## config.mk

```make
export PLATFORM = sky130hd
export DESIGN_NAME = mf3_fifo
export DESIGN_NICKNAME = d
export VERILOG_FILES = /design/src/rtl/mf3_pkg.sv /design/src/rtl/mf3_fifo.sv
export SDC_FILE = /design/constraint.sdc
export NUM_CORES = 1
export LEC_CHECK = 0
export BUFFER_PORTS_ARGS = -buffer_cell sky130_fd_sc_hd__buf_2
export CAP_MARGIN = 30
export CORE_AREA = 4 4 143 145
export CTS_BUF_LIST = sky130_fd_sc_hd__clkbuf_16
export DETAILED_ROUTE_END_ITERATION = 16
export DIE_AREA = 0 0 147 149
export GPL_ROUTABILITY_DRIVEN = 0
export PLACE_DENSITY = 0.83
export SLEW_MARGIN = 20
export SYNTH_ARGS = -nofsm -noshare
export SYNTH_HDL_FRONTEND = slang
export SYNTH_SLANG_ARGS = --single-unit
export TNS_END_PERCENT = 1
```

## constraint.sdc

```tcl
create_clock -name i_clk -period 6.1 [get_ports i_clk]
set_input_delay 1.22 -clock i_clk [delete_from_list [all_inputs] [get_ports i_clk]]
set_output_delay 1.22 -clock i_clk [all_outputs]
set_load 0.05 [all_outputs]
```

## src/rtl/mf3_pkg.sv

```systemverilog
// ----------------------------------------------------------------------------
// mf3_pkg
// Shared constants and types of the 3x3 median filter: limits, derived
// widths, configuration register indexes and the queue item.
// ----------------------------------------------------------------------------
package mf3_pkg;

    localparam int MAX_WIDTH    = 2048;
    localparam int MAX_HEIGHT   = 4096;
    localparam int MAX_CHANNELS = 4;

    localparam int STORE_DEPTH = MAX_WIDTH * MAX_CHANNELS;
    localparam int ADDR_W      = $clog2(STORE_DEPTH);
    localparam int ROWLEN_W    = $clog2(STORE_DEPTH + 1);
    localparam int W_W         = $clog2(MAX_WIDTH + 1);
    localparam int ROW_W       = (MAX_HEIGHT > 1) ? $clog2(MAX_HEIGHT) : 1;
    localparam int HGT_W       = $clog2(MAX_HEIGHT + 1);
    localparam int CH_W        = $clog2(MAX_CHANNELS + 1);

    // column delay line: two pixels back in the widest channel layout
    localparam int SH_DEPTH = 2 * MAX_CHANNELS;
    localparam int SH_IDX_W = (SH_DEPTH > 1) ? $clog2(SH_DEPTH) : 1;

    // one line store bank per source row: older, previous and current
    localparam int ROW_BANKS = 3;
    localparam int BANK_W    = $clog2(ROW_BANKS);

    localparam int PIX_W = 8;

    localparam int WPIX_CFG_W = 12;
    localparam int CHAN_CFG_W = 3;
    localparam int HGT_CFG_W  = 13;
    localparam int CFG_DATA_W = 13;
    localparam int CFG_IDX_W  = 2;

    localparam int Q_DEPTH = 4;
    localparam int Q_PTR_W = $clog2(Q_DEPTH);
    localparam int Q_CNT_W = $clog2(Q_DEPTH + 1);

    typedef enum logic [CFG_IDX_W-1:0] {
        CFG_WIDTH_PIXELS = 2'd0,
        CFG_CHANNELS     = 2'd1,
        CFG_IMAGE_HEIGHT = 2'd2
    } t_cfg_idx;

    typedef logic [PIX_W-1:0] t_pix;

    // tap 0: column x, tap 1: column x + c, tap 2: column x + 2c
    typedef logic [2:0][PIX_W-1:0] t_taps;

    typedef struct packed {
        t_taps older;
        t_taps prev;
        t_taps cur;
        logic  has_a;
        logic  has_b;
        logic  a_top_older;
        logic  b_top_prev;
        logic  eoi;
    } t_item;

    typedef struct packed {
        logic  valid;
        t_item item;
    } t_qwr;

endpackage

```

## src/rtl/mf3_fifo.sv

```systemverilog
// ----------------------------------------------------------------------------
// mf3_fifo
// Short register queue between intake and median pipeline.
// ----------------------------------------------------------------------------
module mf3_fifo import mf3_pkg::*; (
    input  logic               i_clk,
    input  logic               i_rst_n,
    input  t_qwr               i_wr,
    input  logic               i_pop,
    output logic               o_valid,
    output t_item              o_item,
    output logic [Q_CNT_W-1:0] o_count
);

    t_item               r_mem [Q_DEPTH];
    logic [Q_PTR_W-1:0]  r_wp;
    logic [Q_PTR_W-1:0]  r_rp;
    logic [Q_CNT_W-1:0]  r_cnt;
    logic [Q_PTR_W-1:0]  n_wp;
    logic [Q_PTR_W-1:0]  n_rp;
    logic                pop_fire;

    assign o_valid  = r_cnt != '0;
    assign o_item   = r_mem[r_rp];
    assign o_count  = r_cnt;
    assign pop_fire = i_pop && o_valid;

    assign n_wp = (r_wp == Q_PTR_W'(Q_DEPTH - 1)) ? '0 : r_wp + 1'b1;
    assign n_rp = (r_rp == Q_PTR_W'(Q_DEPTH - 1)) ? '0 : r_rp + 1'b1;

    always_ff @(posedge i_clk) begin
        if (!i_rst_n) begin
            r_wp  <= '0;
            r_rp  <= '0;
            r_cnt <= '0;
        end else begin
            if (i_wr.valid) begin
                r_wp <= n_wp;
            end
            if (pop_fire) begin
                r_rp <= n_rp;
            end
            if (i_wr.valid && !pop_fire) begin
                r_cnt <= r_cnt + 1'b1;
            end else if (!i_wr.valid && pop_fire) begin
                r_cnt <= r_cnt - 1'b1;
            end
        end
    end

    always_ff @(posedge i_clk) begin
        if (i_wr.valid) begin
            r_mem[r_wp] <= i_wr.item;
        end
    end

endmodule

```

==> reports/results.ini <==
[global_routing]
overflow = 0
track_usage_pct = 18.6
grt_max_degree = 48
antenna_found_initial = 0
grt_pass1_wl_um = 31500
first_global_vias = 5712

[route]
routed_wl_um = 19900
drtAntennaViolNets = 0
viasPerCell = 5.68
drc_errors = 0
drtIter0Drc = 238
vias = 5192
wl_per_cell_um = 21.8
dr.pass1.iters = 4

[synthesis]
synth_nets = 536
synthFlopType = edfxtp_1
yosysWarnings = 0
ys_types = 22
yosysTopAreaCell = edfxtp_1
synth_cells = 448
netlist_area_um2 = 11600
syn_area_per_cell_um2 = 25.9
synth_top_area_share_pct = 79.8
synthTopCellsByArea = edfxtp_1, mux4_2, dfxtp_1, buf_12, ha_1
ys_ff_latch = 317
synth_seq_area_share_pct = 81.4
synth_edf_count = 308
synthArstFlopShare_pct = 0

[finish]
final_layout_size_suffix_gt1_share_pct = 44.4
fin_nets = 718
postLayoutCoreUtil_pct = 70.7
multi_input_area_um2 = 2000
nFillCells = 1131
layout_commonest_cell = edfxtp_1
antennaDiodeCount = 0
area_growth_syn_to_layout_pct = 17.3
finalInstanceArea_um2 = 13600
seqCellArea_um2 = 9440
mostFrequentLayoutCells = edfxtp_1, buf_2, mux4_2

[timing]
fin_skew_ns = 0.0102
whs_ns = 0.518
finalCriticalPeriod_ns = 3.85
max_freq_ghz = 0.260
setup_viol = 0
slew_viol_final = 0
worst_pin_slew_ns = 0.738
fin_setup_tns_ns = 0
grt_setup_unrepaired = no
slew_headroom_pct = 50.8
fin_ws_ns = 2.25
hold_viol_final = 0
period_share_pct = 63.1

[floorplanning]
coreArea_um2 = 19200
die-height_um = 149
start_util_pct = 60.3
die_width_um = 147
dieArea_um2 = 21900
row_count = 51
io_pins = 162

[clocking]
cts_buffers = 30
cts_sinks = 317
cts_buffer_depth = 3
cts_hold_buf = 0
cts_setup_buffers = 0
cts_tree = built
cts_resized = 0
root_buffer = clkbuf_16
insertion_delay_ns = 0.53
clkTransAtPathRegs_ns = 0.06
htreeDepth = 1

[critical_path]
worstPathCellList = buf_4 -> mux4_2 -> buf_2
start_kind = flip-flop
cp.required_ns = 4.88
end_kind = primary output
slowest_stage = dfxtp_4
slowest_delay_ns = 0.66
arrival_ns = 2.63
crit_path_max_fanout = 26
criticalPathCategory = reg2out

[placed_design]
detailedPlace.worstSlack_ns = 2.72
io_buffers = 161
dp_hpwl_um = 12100
dpl_cell_area_um2 = 12700

[worst_hold_path]
hp-class = reg2reg

[status]
status = completed

[power_and_ir_drop]
power_density_nw_per_um2 = 434
peakVddDrop_uv = 314
p_leak_uw = 0.00460

[job]
cap_violations = 0

kinds of logic (layout without fill, tap and decap cells):
group | Yosys count | count (layout) | synth area share, %
AOI/OAI and AO/OA | 5 | 5 | 0.259
muxes | 80 | 80 | 15.2
buffers and inverters | 21 | 222 | 1.40
and+or+nand+nor | 16 | 16 | 0.756
xor gates and xnor gates | 2 | 2 | 0.151
adders and majority gates | 7 | 7 | 0.821
DFF | 317 | 317 | 81.4
stage by stage:
stage                     cells  power (uW)
final                       914        5900
after floorplan             448        3950
after global placement      861        4230
after CTS                   914        5970
after detailed placement    863        4260
after global routing        914        6140
synth_stat cells, drive strengths merged (2+ instances only):
library cell,n
edfxtp,308
mux4,77
buf,14
dfxtp,9
ha,6
and2,5
clkbuf,4
inv,3
mux2i,3
nor2b,3
o21ai,3
nand2,2
nand3,2
nor2,2
or3,2
power breakdown:
part           switching (uW)  internal (uW)  total [uW]
Combinational            1080            508        1590
Sequential               94.5           2510        2600
Clock                     718            991        1710
state kept, by name, summed over array words and instances, names as in the netlist, named ones only:
register and count:
r_wp 2, r_rp 2, o_count 3, r_mem 308
cell type report:
type                            count  area share, %
Tap cell                          265           2.44
Sequential cell                   317           69.5
Clock buffer                       31           5.71
Clock inverter                     20           1.00
Multi-Input combinational cell    110           14.8
Timing Repair Buffer              168           6.56
Inverter                            3         0.0829
layer usage:
layer	GRT usage, %	part of all wire, %	wire, um
met1	26.4	41	8150
met2	30.3	50	10000
met3	4.47	7.0	1400
met4	4.43	1.7	333
met5	0	0	0
worst paths after layout:
check	startpoint	end	slack, ns	cells after the start
worst max register to register	o_count[0]	o_count[2]	3.70	7
worst max-delay path	flip-flop	o_item[25]	2.25	3
worst min-delay path	r_rp[1]	flip-flop	0.52	2
worst min register to register	r_rp[1]	flip-flop	0.52	2
critical path, delay by kind of cell (launching register included):
family | cells | cell delay (ns)
buf+inv | 2 | 0.78
flops | 1 | 0.66
mux | 1 | 0.61
Power figures use the tool's default switching activity.
