$ cat src/rtl/mf3_pkg.sv
// ----------------------------------------------------------------------------
// mf3_pkg
// Shared constants and types of the 3x3 median filter: limits, derived
// widths, configuration register indexes and the queue item.
// ----------------------------------------------------------------------------
package mf3_pkg;

    localparam int MAX_WIDTH    = 2048;
    localparam int MAX_HEIGHT   = 4096;
    localparam int MAX_CHANNELS = 4;

    localparam int STORE_DEPTH = MAX_WIDTH * MAX_CHANNELS;
    localparam int ADDR_W      = $clog2(STORE_DEPTH);
    localparam int ROWLEN_W    = $clog2(STORE_DEPTH + 1);
    localparam int W_W         = $clog2(MAX_WIDTH + 1);
    localparam int ROW_W       = (MAX_HEIGHT > 1) ? $clog2(MAX_HEIGHT) : 1;
    localparam int HGT_W       = $clog2(MAX_HEIGHT + 1);
    localparam int CH_W        = $clog2(MAX_CHANNELS + 1);

    // column delay line: two pixels back in the widest channel layout
    localparam int SH_DEPTH = 2 * MAX_CHANNELS;
    localparam int SH_IDX_W = (SH_DEPTH > 1) ? $clog2(SH_DEPTH) : 1;

    // one line store bank per source row: older, previous and current
    localparam int ROW_BANKS = 3;
    localparam int BANK_W    = $clog2(ROW_BANKS);

    localparam int PIX_W = 8;

    localparam int WPIX_CFG_W = 12;
    localparam int CHAN_CFG_W = 3;
    localparam int HGT_CFG_W  = 13;
    localparam int CFG_DATA_W = 13;
    localparam int CFG_IDX_W  = 2;

    localparam int Q_DEPTH = 4;
    localparam int Q_PTR_W = $clog2(Q_DEPTH);
    localparam int Q_CNT_W = $clog2(Q_DEPTH + 1);

    typedef enum logic [CFG_IDX_W-1:0] {
        CFG_WIDTH_PIXELS = 2'd0,
        CFG_CHANNELS     = 2'd1,
        CFG_IMAGE_HEIGHT = 2'd2
    } t_cfg_idx;

    typedef logic [PIX_W-1:0] t_pix;

    // tap 0: column x, tap 1: column x + c, tap 2: column x + 2c
    typedef logic [2:0][PIX_W-1:0] t_taps;

    typedef struct packed {
        t_taps older;
        t_taps prev;
        t_taps cur;
        logic  has_a;
        logic  has_b;
        logic  a_top_older;
        logic  b_top_prev;
        logic  eoi;
    } t_item;

    typedef struct packed {
        logic  valid;
        t_item item;
    } t_qwr;

endpackage

$ cat src/rtl/mf3_back.sv
// ----------------------------------------------------------------------------
// mf3_back
// Median pipeline: selects the clamped neighbourhoods, runs the 19-step
// compare-exchange network over three stages and emits one or two
// results per item from the output register.
// ----------------------------------------------------------------------------
module mf3_back import mf3_pkg::*; (
    input  logic  i_clk,
    input  logic  i_rst_n,
    input  logic  i_q_valid,
    input  t_item i_q_item,
    output logic  o_q_pop,
    input  logic  i_pop,
    output logic  o_empty,
    output t_pix  o_median,
    output logic  o_last,
    output logic  o_end_of_image
);

    typedef logic [8:0][PIX_W-1:0] t_win;

    typedef struct packed {
        logic has_a;
        logic has_b;
        logic eoi;
    } t_flags;

    function automatic t_win cxw(t_win w, int lo, int hi);
        t_win v;
        v = w;
        if (w[hi] < w[lo]) begin
            v[lo] = w[hi];
            v[hi] = w[lo];
        end
        return v;
    endfunction

    function automatic t_win net_p1(t_win w);
        t_win v;
        v = w;
        v = cxw(v, 1, 2); v = cxw(v, 4, 5); v = cxw(v, 7, 8);
        v = cxw(v, 0, 1); v = cxw(v, 3, 4); v = cxw(v, 6, 7);
        v = cxw(v, 1, 2); v = cxw(v, 4, 5); v = cxw(v, 7, 8);
        return v;
    endfunction

    function automatic t_win net_p2(t_win w);
        t_win v;
        v = w;
        v = cxw(v, 0, 3); v = cxw(v, 5, 8); v = cxw(v, 4, 7);
        v = cxw(v, 3, 6); v = cxw(v, 1, 4); v = cxw(v, 2, 5);
        v = cxw(v, 4, 7);
        return v;
    endfunction

    function automatic t_pix net_p3(t_win w);
        t_win v;
        v = w;
        v = cxw(v, 4, 2); v = cxw(v, 6, 4); v = cxw(v, 4, 2);
        return v[4];
    endfunction

    function automatic t_win make_win(t_taps top, t_taps mid, t_taps bot);
        t_win v;
        for (int j = 0; j < 3; j++) begin
            v[j]     = top[j];
            v[j + 3] = mid[j];
            v[j + 6] = bot[j];
        end
        return v;
    endfunction

    logic   r_b1_v;
    t_win   r_b1_wa;
    t_win   r_b1_wb;
    t_flags r_b1_fl;
    logic   r_b2_v;
    t_win   r_b2_wa;
    t_win   r_b2_wb;
    t_flags r_b2_fl;
    logic   r_out_v;
    t_pix   r_out_ma;
    t_pix   r_out_mb;
    t_flags r_out_fl;
    logic   r_out_sent_a;

    t_win   n_b1_wa;
    t_win   n_b1_wb;
    t_flags n_b1_fl;

    logic   both;
    logic   final_res;
    logic   pop_fire;
    logic   go1;
    logic   go2;
    logic   go3;

    always_comb begin
        n_b1_wa = net_p1(make_win(i_q_item.a_top_older ? i_q_item.older : i_q_item.prev,
                                  i_q_item.prev, i_q_item.cur));
        n_b1_wb = net_p1(make_win(i_q_item.b_top_prev ? i_q_item.prev : i_q_item.cur,
                                  i_q_item.cur, i_q_item.cur));
        n_b1_fl = '{has_a: i_q_item.has_a, has_b: i_q_item.has_b, eoi: i_q_item.eoi};
    end

    assign both      = r_out_fl.has_a && r_out_fl.has_b;
    assign final_res = !both || r_out_sent_a;
    assign pop_fire  = i_pop && r_out_v;
    assign go3       = !r_out_v || (pop_fire && final_res);
    assign go2       = !r_b2_v || go3;
    assign go1       = !r_b1_v || go2;
    assign o_q_pop   = i_q_valid && go1;

    always_ff @(posedge i_clk) begin
        if (!i_rst_n) begin
            r_b1_v       <= 1'b0;
            r_b2_v       <= 1'b0;
            r_out_v      <= 1'b0;
            r_out_sent_a <= 1'b0;
        end else begin
            if (go1) begin
                r_b1_v <= i_q_valid;
            end
            if (go2) begin
                r_b2_v <= r_b1_v;
            end
            if (go3) begin
                r_out_v      <= r_b2_v;
                r_out_sent_a <= 1'b0;
            end else if (pop_fire) begin
                r_out_sent_a <= 1'b1;
            end
        end
    end

    always_ff @(posedge i_clk) begin
        if (go1) begin
            r_b1_wa <= n_b1_wa;
            r_b1_wb <= n_b1_wb;
            r_b1_fl <= n_b1_fl;
        end
        if (go2) begin
            r_b2_wa <= net_p2(r_b1_wa);
            r_b2_wb <= net_p2(r_b1_wb);
            r_b2_fl <= r_b1_fl;
        end
        if (go3) begin
            r_out_ma <= net_p3(r_b2_wa);
            r_out_mb <= net_p3(r_b2_wb);
            r_out_fl <= r_b2_fl;
        end
    end

    assign o_empty        = !r_out_v;
    assign o_median       = (r_out_fl.has_a && !(both && r_out_sent_a)) ? r_out_ma : r_out_mb;
    assign o_last         = final_res;
    assign o_end_of_image = r_out_fl.eoi && r_out_fl.has_b && final_res;

endmodule

$ cat config.mk
export PLATFORM = sky130hd
export DESIGN_NAME = mf3_back
export DESIGN_NICKNAME = d
export VERILOG_FILES = /design/src/rtl/mf3_pkg.sv /design/src/rtl/mf3_back.sv
export SDC_FILE = /design/constraint.sdc
export NUM_CORES = 1
export LEC_CHECK = 0
export BUFFER_PORTS_ARGS = -buffer_cell sky130_fd_sc_hd__buf_4
export CORE_AREA = 3 3 221 223
export CTS_BUF_LIST = sky130_fd_sc_hd__clkbuf_4
export DETAILED_ROUTE_END_ITERATION = 6
export DIE_AREA = 0 0 224 226
export HOLD_SLACK_MARGIN = 0.12
export PLACE_DENSITY = 0.53
export SLEW_MARGIN = 40
export SYNTH_ARGS = -nofsm -noshare
export SYNTH_HDL_FRONTEND = slang
export SYNTH_SLANG_ARGS = --single-unit
$ cat constraint.sdc
create_clock -name i_clk -period 15.2 [get_ports i_clk]
set_input_delay 1.52 -clock i_clk [delete_from_list [all_inputs] [get_ports i_clk]]
set_output_delay 1.52 -clock i_clk [all_outputs]
set_load 0.05 [all_outputs]
==> impl_metrics.env, run 1 <==
export IMPL_fp_dieW_um=224
export IMPL_routed_wl_mm=42.1
export IMPL_crit_type="primary input to flop"
export IMPL_synth_edf_count=169
export IMPL_cts_max_level=4
export IMPL_overflow=0
export IMPL_routed_via_density=5.19
export IMPL_ys_types=73
export IMPL_r2r_start="r_b2_wb[18]$_DFFE_PP_"
export IMPL_maxCapViolations=0
export IMPL_path_clk_slew_ns=0.15
export IMPL_outcome="complete, no violations"
export IMPL_slew_headroom=0.460
export IMPL_synthArstFlopShare=0
export IMPL_yosys_warnings=0
export IMPL_hold_buffers=0
export IMPL_first_iter_violations=801
export IMPL_drc_errors=0
export IMPL_cp_required_ns=15.56
export IMPL_r2r_slack_ns=8.70
export IMPL_final_setup_skew_ns=0.0252
export IMPL_synthFlopType="edfxtp_1"
export IMPL_tns_ns=0
export IMPL_syn_nets=1905
export IMPL_die_area_um2=50600
export IMPL_fp_dieH_um=226
export IMPL_post_drt_wl_per_cell_um=18.2
export IMPL_area_delta_synth_final_pct=10.9
export IMPL_grt_use_met3=0.0225
export IMPL_grt_util_all_layers=0.167
export IMPL_grt_pass1_wl_mm=65.6
export IMPL_grt_max_degree=91
export IMPL_reg2reg_depth=23
export IMPL_cp_data_arrival_time_ns=8.65
export IMPL_holdPathStages=0
export IMPL_cts_setup_buffers=0
export IMPL_end_kind="flop"
export IMPL_syn_area_um2=15500
export IMPL_root_buffer="clkbuf_4"
export IMPL_hp_start="r_b2_fl[0]$_DFFE_PP_"
export IMPL_synth_yosys_seq_area_share=0.333
export IMPL_reg2reg_to="r_out_mb[6]$_DFFE_PP_"
export IMPL_firstDrtPassIters=6
export IMPL_nets=1979
export IMPL_rsz0062_at_grt="no"
export IMPL_cts_tree="built"
export IMPL_cts_resized=0
export IMPL_period_share=0.545
export IMPL_final_hold_viol_count=0
export IMPL_drive_gt1_frac=0.143
export IMPL_tightest_slew_ns=0.808
export IMPL_grt_pass1_vias=11754
export IMPL_synth_seq_cells=173
export IMPL_fin_ws_ns=6.91
export IMPL_core_area_um2=46800
export IMPL_pin_count=93
export IMPL_place_ws_ns=6.40
export IMPL_antenna_left=0
export IMPL_vias=11975
export IMPL_setup_viol=0
export IMPL_grt_met1_usage=0.226
export IMPL_grt_busiest_layer="met2"
export IMPL_syn_inst=1614
export IMPL_hpwlAfterDp_mm=34.7
export IMPL_fp_row_count=79
export IMPL_timing_final_crit_period_ns=8.29
export IMPL_antenna_found_initial=1
export IMPL_grt_met2_usage=0.278
export IMPL_start_util=0.331
export IMPL_cts_num_sinks=173
export IMPL_clock_path_buffers=2
export IMPL_maxSlewViolCount=0
export IMPL_hp_class="flop to flop"
export IMPL_place_congestion=0.859
export IMPL_cts_made_buffers=17
export IMPL_startpoint_type="primary input"
export IMPL_holdPathEnd="r_out_fl[0]$_DFFE_PP_"
export IMPL_fmax_mhz=121
export IMPL_numPortBuffers=92
export IMPL_clock_latency_ns=0.59
export IMPL_critPathMaxFanout=28
export IMPL_synth_area_per_cell_um2=9.59
-- how the worst max path moves through the flow --
stage                 from  slack [ns]                    end
4_1_cts        i_q_item[2]        7.04   r_b1_wa[8]$_DFFE_PN_
2_1_floorplan  i_q_item[2]        7.39  r_b1_wa[16]$_DFFE_PN_
3_3_place_gp   i_q_item[2]        6.52   r_b1_wa[8]$_DFFE_PN_
3_5_place_dp   i_q_item[2]        6.40   r_b1_wa[8]$_DFFE_PN_
6_report       i_q_item[2]        6.91   r_b1_wa[8]$_DFFE_PN_
5_1_grt        i_q_item[2]        6.46   r_b1_wa[8]$_DFFE_PN_
-- layout make-up --
| cell class | count | area, µm² |
|---|---|---|
| Clock inverter | 12 | 128 |
| Inverter | 202 | 758 |
| Clock buffer | 20 | 150 |
| Tap cell | 607 | 759 |
| Fill cell | 4682 | 29600 |
| Multi-Input combinational cell | 1192 | 9410 |
| Sequential cell | 173 | 5150 |
| Antenna cell | 1 | 2.50 |
| Timing Repair Buffer | 102 | 793 |
-- metal layers --
layer	wire (µm)	vias to the layer above
met1	20200	5618
met4	972	0
li1	-	6065
met3	1400	54
met2	19500	238
met5	0	-
-- synth_stat cells, drive strengths merged, types with 26 or more instances --
cell type,number,area [µm²]
ha,210,2630
inv,202,758
edfxtp,169,5070
mux2i,162,1620
a21oi,121,636
o21ai,120,608
nand2,118,443
nor2,97,364
mux2,79,893
a21o,41,308
nand2b,32,208
buf,26,149
-- critical path, cell delays in order --
cell	delay, ns
buf_4	0.33
mux2_2	0.41
ha_1	0.33
a21o_1	0.18
a21o_1	0.23
a221o_1	0.57
a21oi_1	0.39
ha_1	0.31
a21o_1	0.18
a21o_1	0.17
a21oi_1	0.16
a21boi_0	0.38
nand3b_1	0.12
o22ai_1	0.17
a21o_1	0.55
mux2i_1	0.45
ha_1	0.31
and4_1	0.17
a21oi_1	0.14
nand2_1	0.08
a2111oi_0	0.39
a21o_1	0.68
mux2_1	0.39
-- kinds of logic (layout without fill, tap and decap cells) --
| family | Yosys count | in the layout | synth area share |
|---|---|---|---|
| compound gates | 401 | 401 | 0.165 |
| simple gates | 338 | 338 | 0.102 |
| buf+inv | 249 | 336 | 0.0637 |
| mux | 243 | 243 | 0.165 |
| fa+ha+maj | 210 | 210 | 0.170 |
| flops | 173 | 173 | 0.333 |
| other cells | 0 | 1 | 0 |
-- state kept, by name (all words and copies together) (netlist names) --
register,flops
r_b1_fl,3
r_b1_v,1
r_b1_wa,48
r_b1_wb,48
r_b2_fl,3
r_b2_v,1
r_b2_wa,24
r_b2_wb,24
r_out_fl,3
r_out_ma,8
r_out_mb,8
r_out_sent_a,1
r_out_v,1
-- through the flow --
step            util  cell area [µm²]  std cells  hold WS [ns]
6_report       0.367            17200       2309         0.441
5_1_grt        0.367            17200       2309         0.464
4_1_cts        0.366            17100       2306         0.444
3_5_place_dp   0.360            16800       2274         0.409
3_3_place_gp   0.359            16800       2273         0.404
2_1_floorplan      -            15500       1614         0.400
-- layout by cell type, fill, tap and decap left out, drive strengths merged, types with 7 or more instances in the layout --
cell	n
nor3	15
nand2	118
a31oi	16
nand4	11
a221oi	8
a21o	41
buf	102
a211oi	13
a21oi	121
nor2	97
inv	208
clkbuf	20
and4	8
ha	210
o22ai	13
mux2i	162
nor2b	19
o211ai	7
o21a	15
nand3	14
mux2	79
o21ai	120
edfxtp	169
nand2b	32
Power of run 1 is not shown: default switching activity piles up to over one toggle a cycle in this logic, so the estimate is an artifact.
==> run 2: changes to the inputs <==
clock period = 8.4 ns   (was 15.2 ns; I/O delays follow)
==> impl_metrics.env, run 2 (synthesis gave the netlist of run 1 again) <==
export IMPL_outcome="complete, no violations"
export IMPL_root_buffer="clkbuf_4"
export IMPL_tns_ns=0
export IMPL_area_delta_synth_final_pct=11.0
export IMPL_cp_required_ns=8.82
export IMPL_wl_met2_mm=19.6
export IMPL_hold_buffers=0
export IMPL_cp_data_arrival_time_ns=7.71
export IMPL_crit_type="primary input to flop"
export IMPL_final_common_cell="ha_1"
export IMPL_first_iter_violations=655
export IMPL_nets=1983
export IMPL_routed_wl_mm=42.0
export IMPL_clock_path_buffers=2
export IMPL_grt_util_all_layers=0.166
export IMPL_fp_row_count=79
export IMPL_setup_viol=0
export IMPL_cts_max_level=4
export IMPL_path_clk_slew_ns=0.17
export IMPL_end_kind="flop"
export IMPL_fp_dieW_um=224
export IMPL_cts_resized=0
export IMPL_fin_ws_ns=1.12
export IMPL_clock_latency_ns=0.58
export IMPL_start_util=0.331
export IMPL_layout_common_cells="ha_1, inv_1, edfxtp_1"
export IMPL_final_setup_skew_ns=0.0285
export IMPL_r2r_start="r_b2_wb[18]$_DFFE_PP_"
export IMPL_timing_final_crit_period_ns=7.28
export IMPL_drive_gt1_frac=0.144
export IMPL_post_drt_wl_per_cell_um=18.1
export IMPL_holdPathStages=1
export IMPL_firstDrtPassIters=7
export IMPL_drc_errors=0
export IMPL_grt_pass1_vias=11581
export IMPL_final_hold_viol_count=0
export IMPL_vias=11895
export IMPL_cts_tree="built"
export IMPL_core_area_um2=46800
export IMPL_rsz0062_at_grt="no"
export IMPL_hpwlAfterDp_mm=34.9
export IMPL_fin_worst_hold_slack_ns=0.435
export IMPL_pin_count=93
export IMPL_worstSetupEndpoint="r_b1_wa[20]$_DFFE_PN_"
export IMPL_grt_max_degree=81
export IMPL_maxCapViolations=0
export IMPL_overflow=0
export IMPL_critPathMaxFanout=28
export IMPL_reg2reg_depth=23
export IMPL_cts_made_buffers=17
export IMPL_place_congestion=0.906
export IMPL_stdcell_area_um2=17200
export IMPL_place_ws_ns=0.645
export IMPL_cts_setup_buffers=0
export IMPL_top_regs="r_b1_wa x48, r_b1_wb x48"
export IMPL_period_share=0.867
export IMPL_numPortBuffers=92
export IMPL_antenna_left=0
export IMPL_critPathLaunch="i_q_item[2]"
export IMPL_slew_headroom=0.442
export IMPL_route_met3_wl_mm=1.20
export IMPL_reg2reg_to="r_out_mb[1]$_DFFE_PP_"
export IMPL_highest_layer="met4"
export IMPL_maxSlewViolCount=0
export IMPL_place_area_um2=16800
export IMPL_grt_pass1_wl_mm=65.3
export IMPL_routed_via_density=5.14
export IMPL_wl_met1_mm=20.5
export IMPL_die_area_um2=50600
export IMPL_antenna_found_initial=1
export IMPL_fmax_mhz=137
export IMPL_hp_class="primary input to flop"
export IMPL_fp_dieH_um=226
export IMPL_tightest_slew_ns=0.815
export IMPL_cts_num_sinks=173
export IMPL_startpoint_type="primary input"
export IMPL_r2r_slack_ns=2.00
-- run 2: changes by cell type in the layout (fill, tap and decap cells not counted), sizes merged --
cell,before,now
buf,102,106
clkbuf,20,17
clkinv,3,4
clkinvlp,2,0
inv,208,212
-- run 2: area by class of cell --
class                           count  area [µm²]
Clock inverter                     15         186
Fill cell                        4700       29600
Multi-Input combinational cell   1192        9390
Tap cell                          607         759
Clock buffer                       17         128
Timing Repair Buffer              106         803
Inverter                          202         758
Sequential cell                   173        5150
Antenna cell                        1        2.50
-- run 2: worst min-delay path by stage --
stage | end | startpoint | slack (ns)
final | r_b1_fl[0]$_DFFE_PN_ | i_q_item[0] | 0.43
after detailed placement | r_b2_fl[2]$_DFFE_PP_ | r_b1_fl[2]$_DFFE_PN_ | 0.41
after global routing | r_b1_fl[1]$_DFFE_PN_ | i_q_item[3] | 0.36
after CTS | r_b1_fl[1]$_DFFE_PN_ | i_q_item[3] | 0.38
after global placement | r_out_fl[2]$_DFFE_PP_ | r_b2_fl[2]$_DFFE_PP_ | 0.40
after floorplan | r_b2_fl[0]$_DFFE_PP_ | r_b1_fl[0]$_DFFE_PN_ | 0.40
-- run 2: critical path, stage by stage --
cell	delay (ns)
buf_4	0.34
mux2_2	0.41
ha_1	0.33
a21o_1	0.19
a21o_1	0.23
a221o_1	0.58
a21oi_1	0.38
ha_1	0.31
a21o_1	0.18
a21o_1	0.17
a21oi_1	0.18
a21boi_0	0.39
nand3b_1	0.12
o22ai_1	0.17
a21o_1	0.35
mux2i_1	0.40
ha_1	0.31
a21oi_1	0.13
nor2b_1	0.06
o21ai_0	0.15
nand2_1	0.09
a2111oi_0	0.41
a21o_1	0.45
buf_4	0.27
mux2i_1	0.24
-- run 2: layer usage --
metal,vias up,global-route usage
li1,6054,-
met1,5579,0.231
met2,223,0.278
met3,39,0.0169
met4,0,0.0392
met5,-,0
-- run 2: through the flow --
| stage | utilization | std cells |
|---|---|---|
| 2_1_floorplan | - | 1614 |
| 3_3_place_gp | 0.360 | 2278 |
| 3_5_place_dp | 0.360 | 2279 |
| 4_1_cts | 0.367 | 2311 |
| 5_1_grt | 0.367 | 2313 |
| 6_report | 0.367 | 2313 |
Power of run 2 is left out for the same reason.
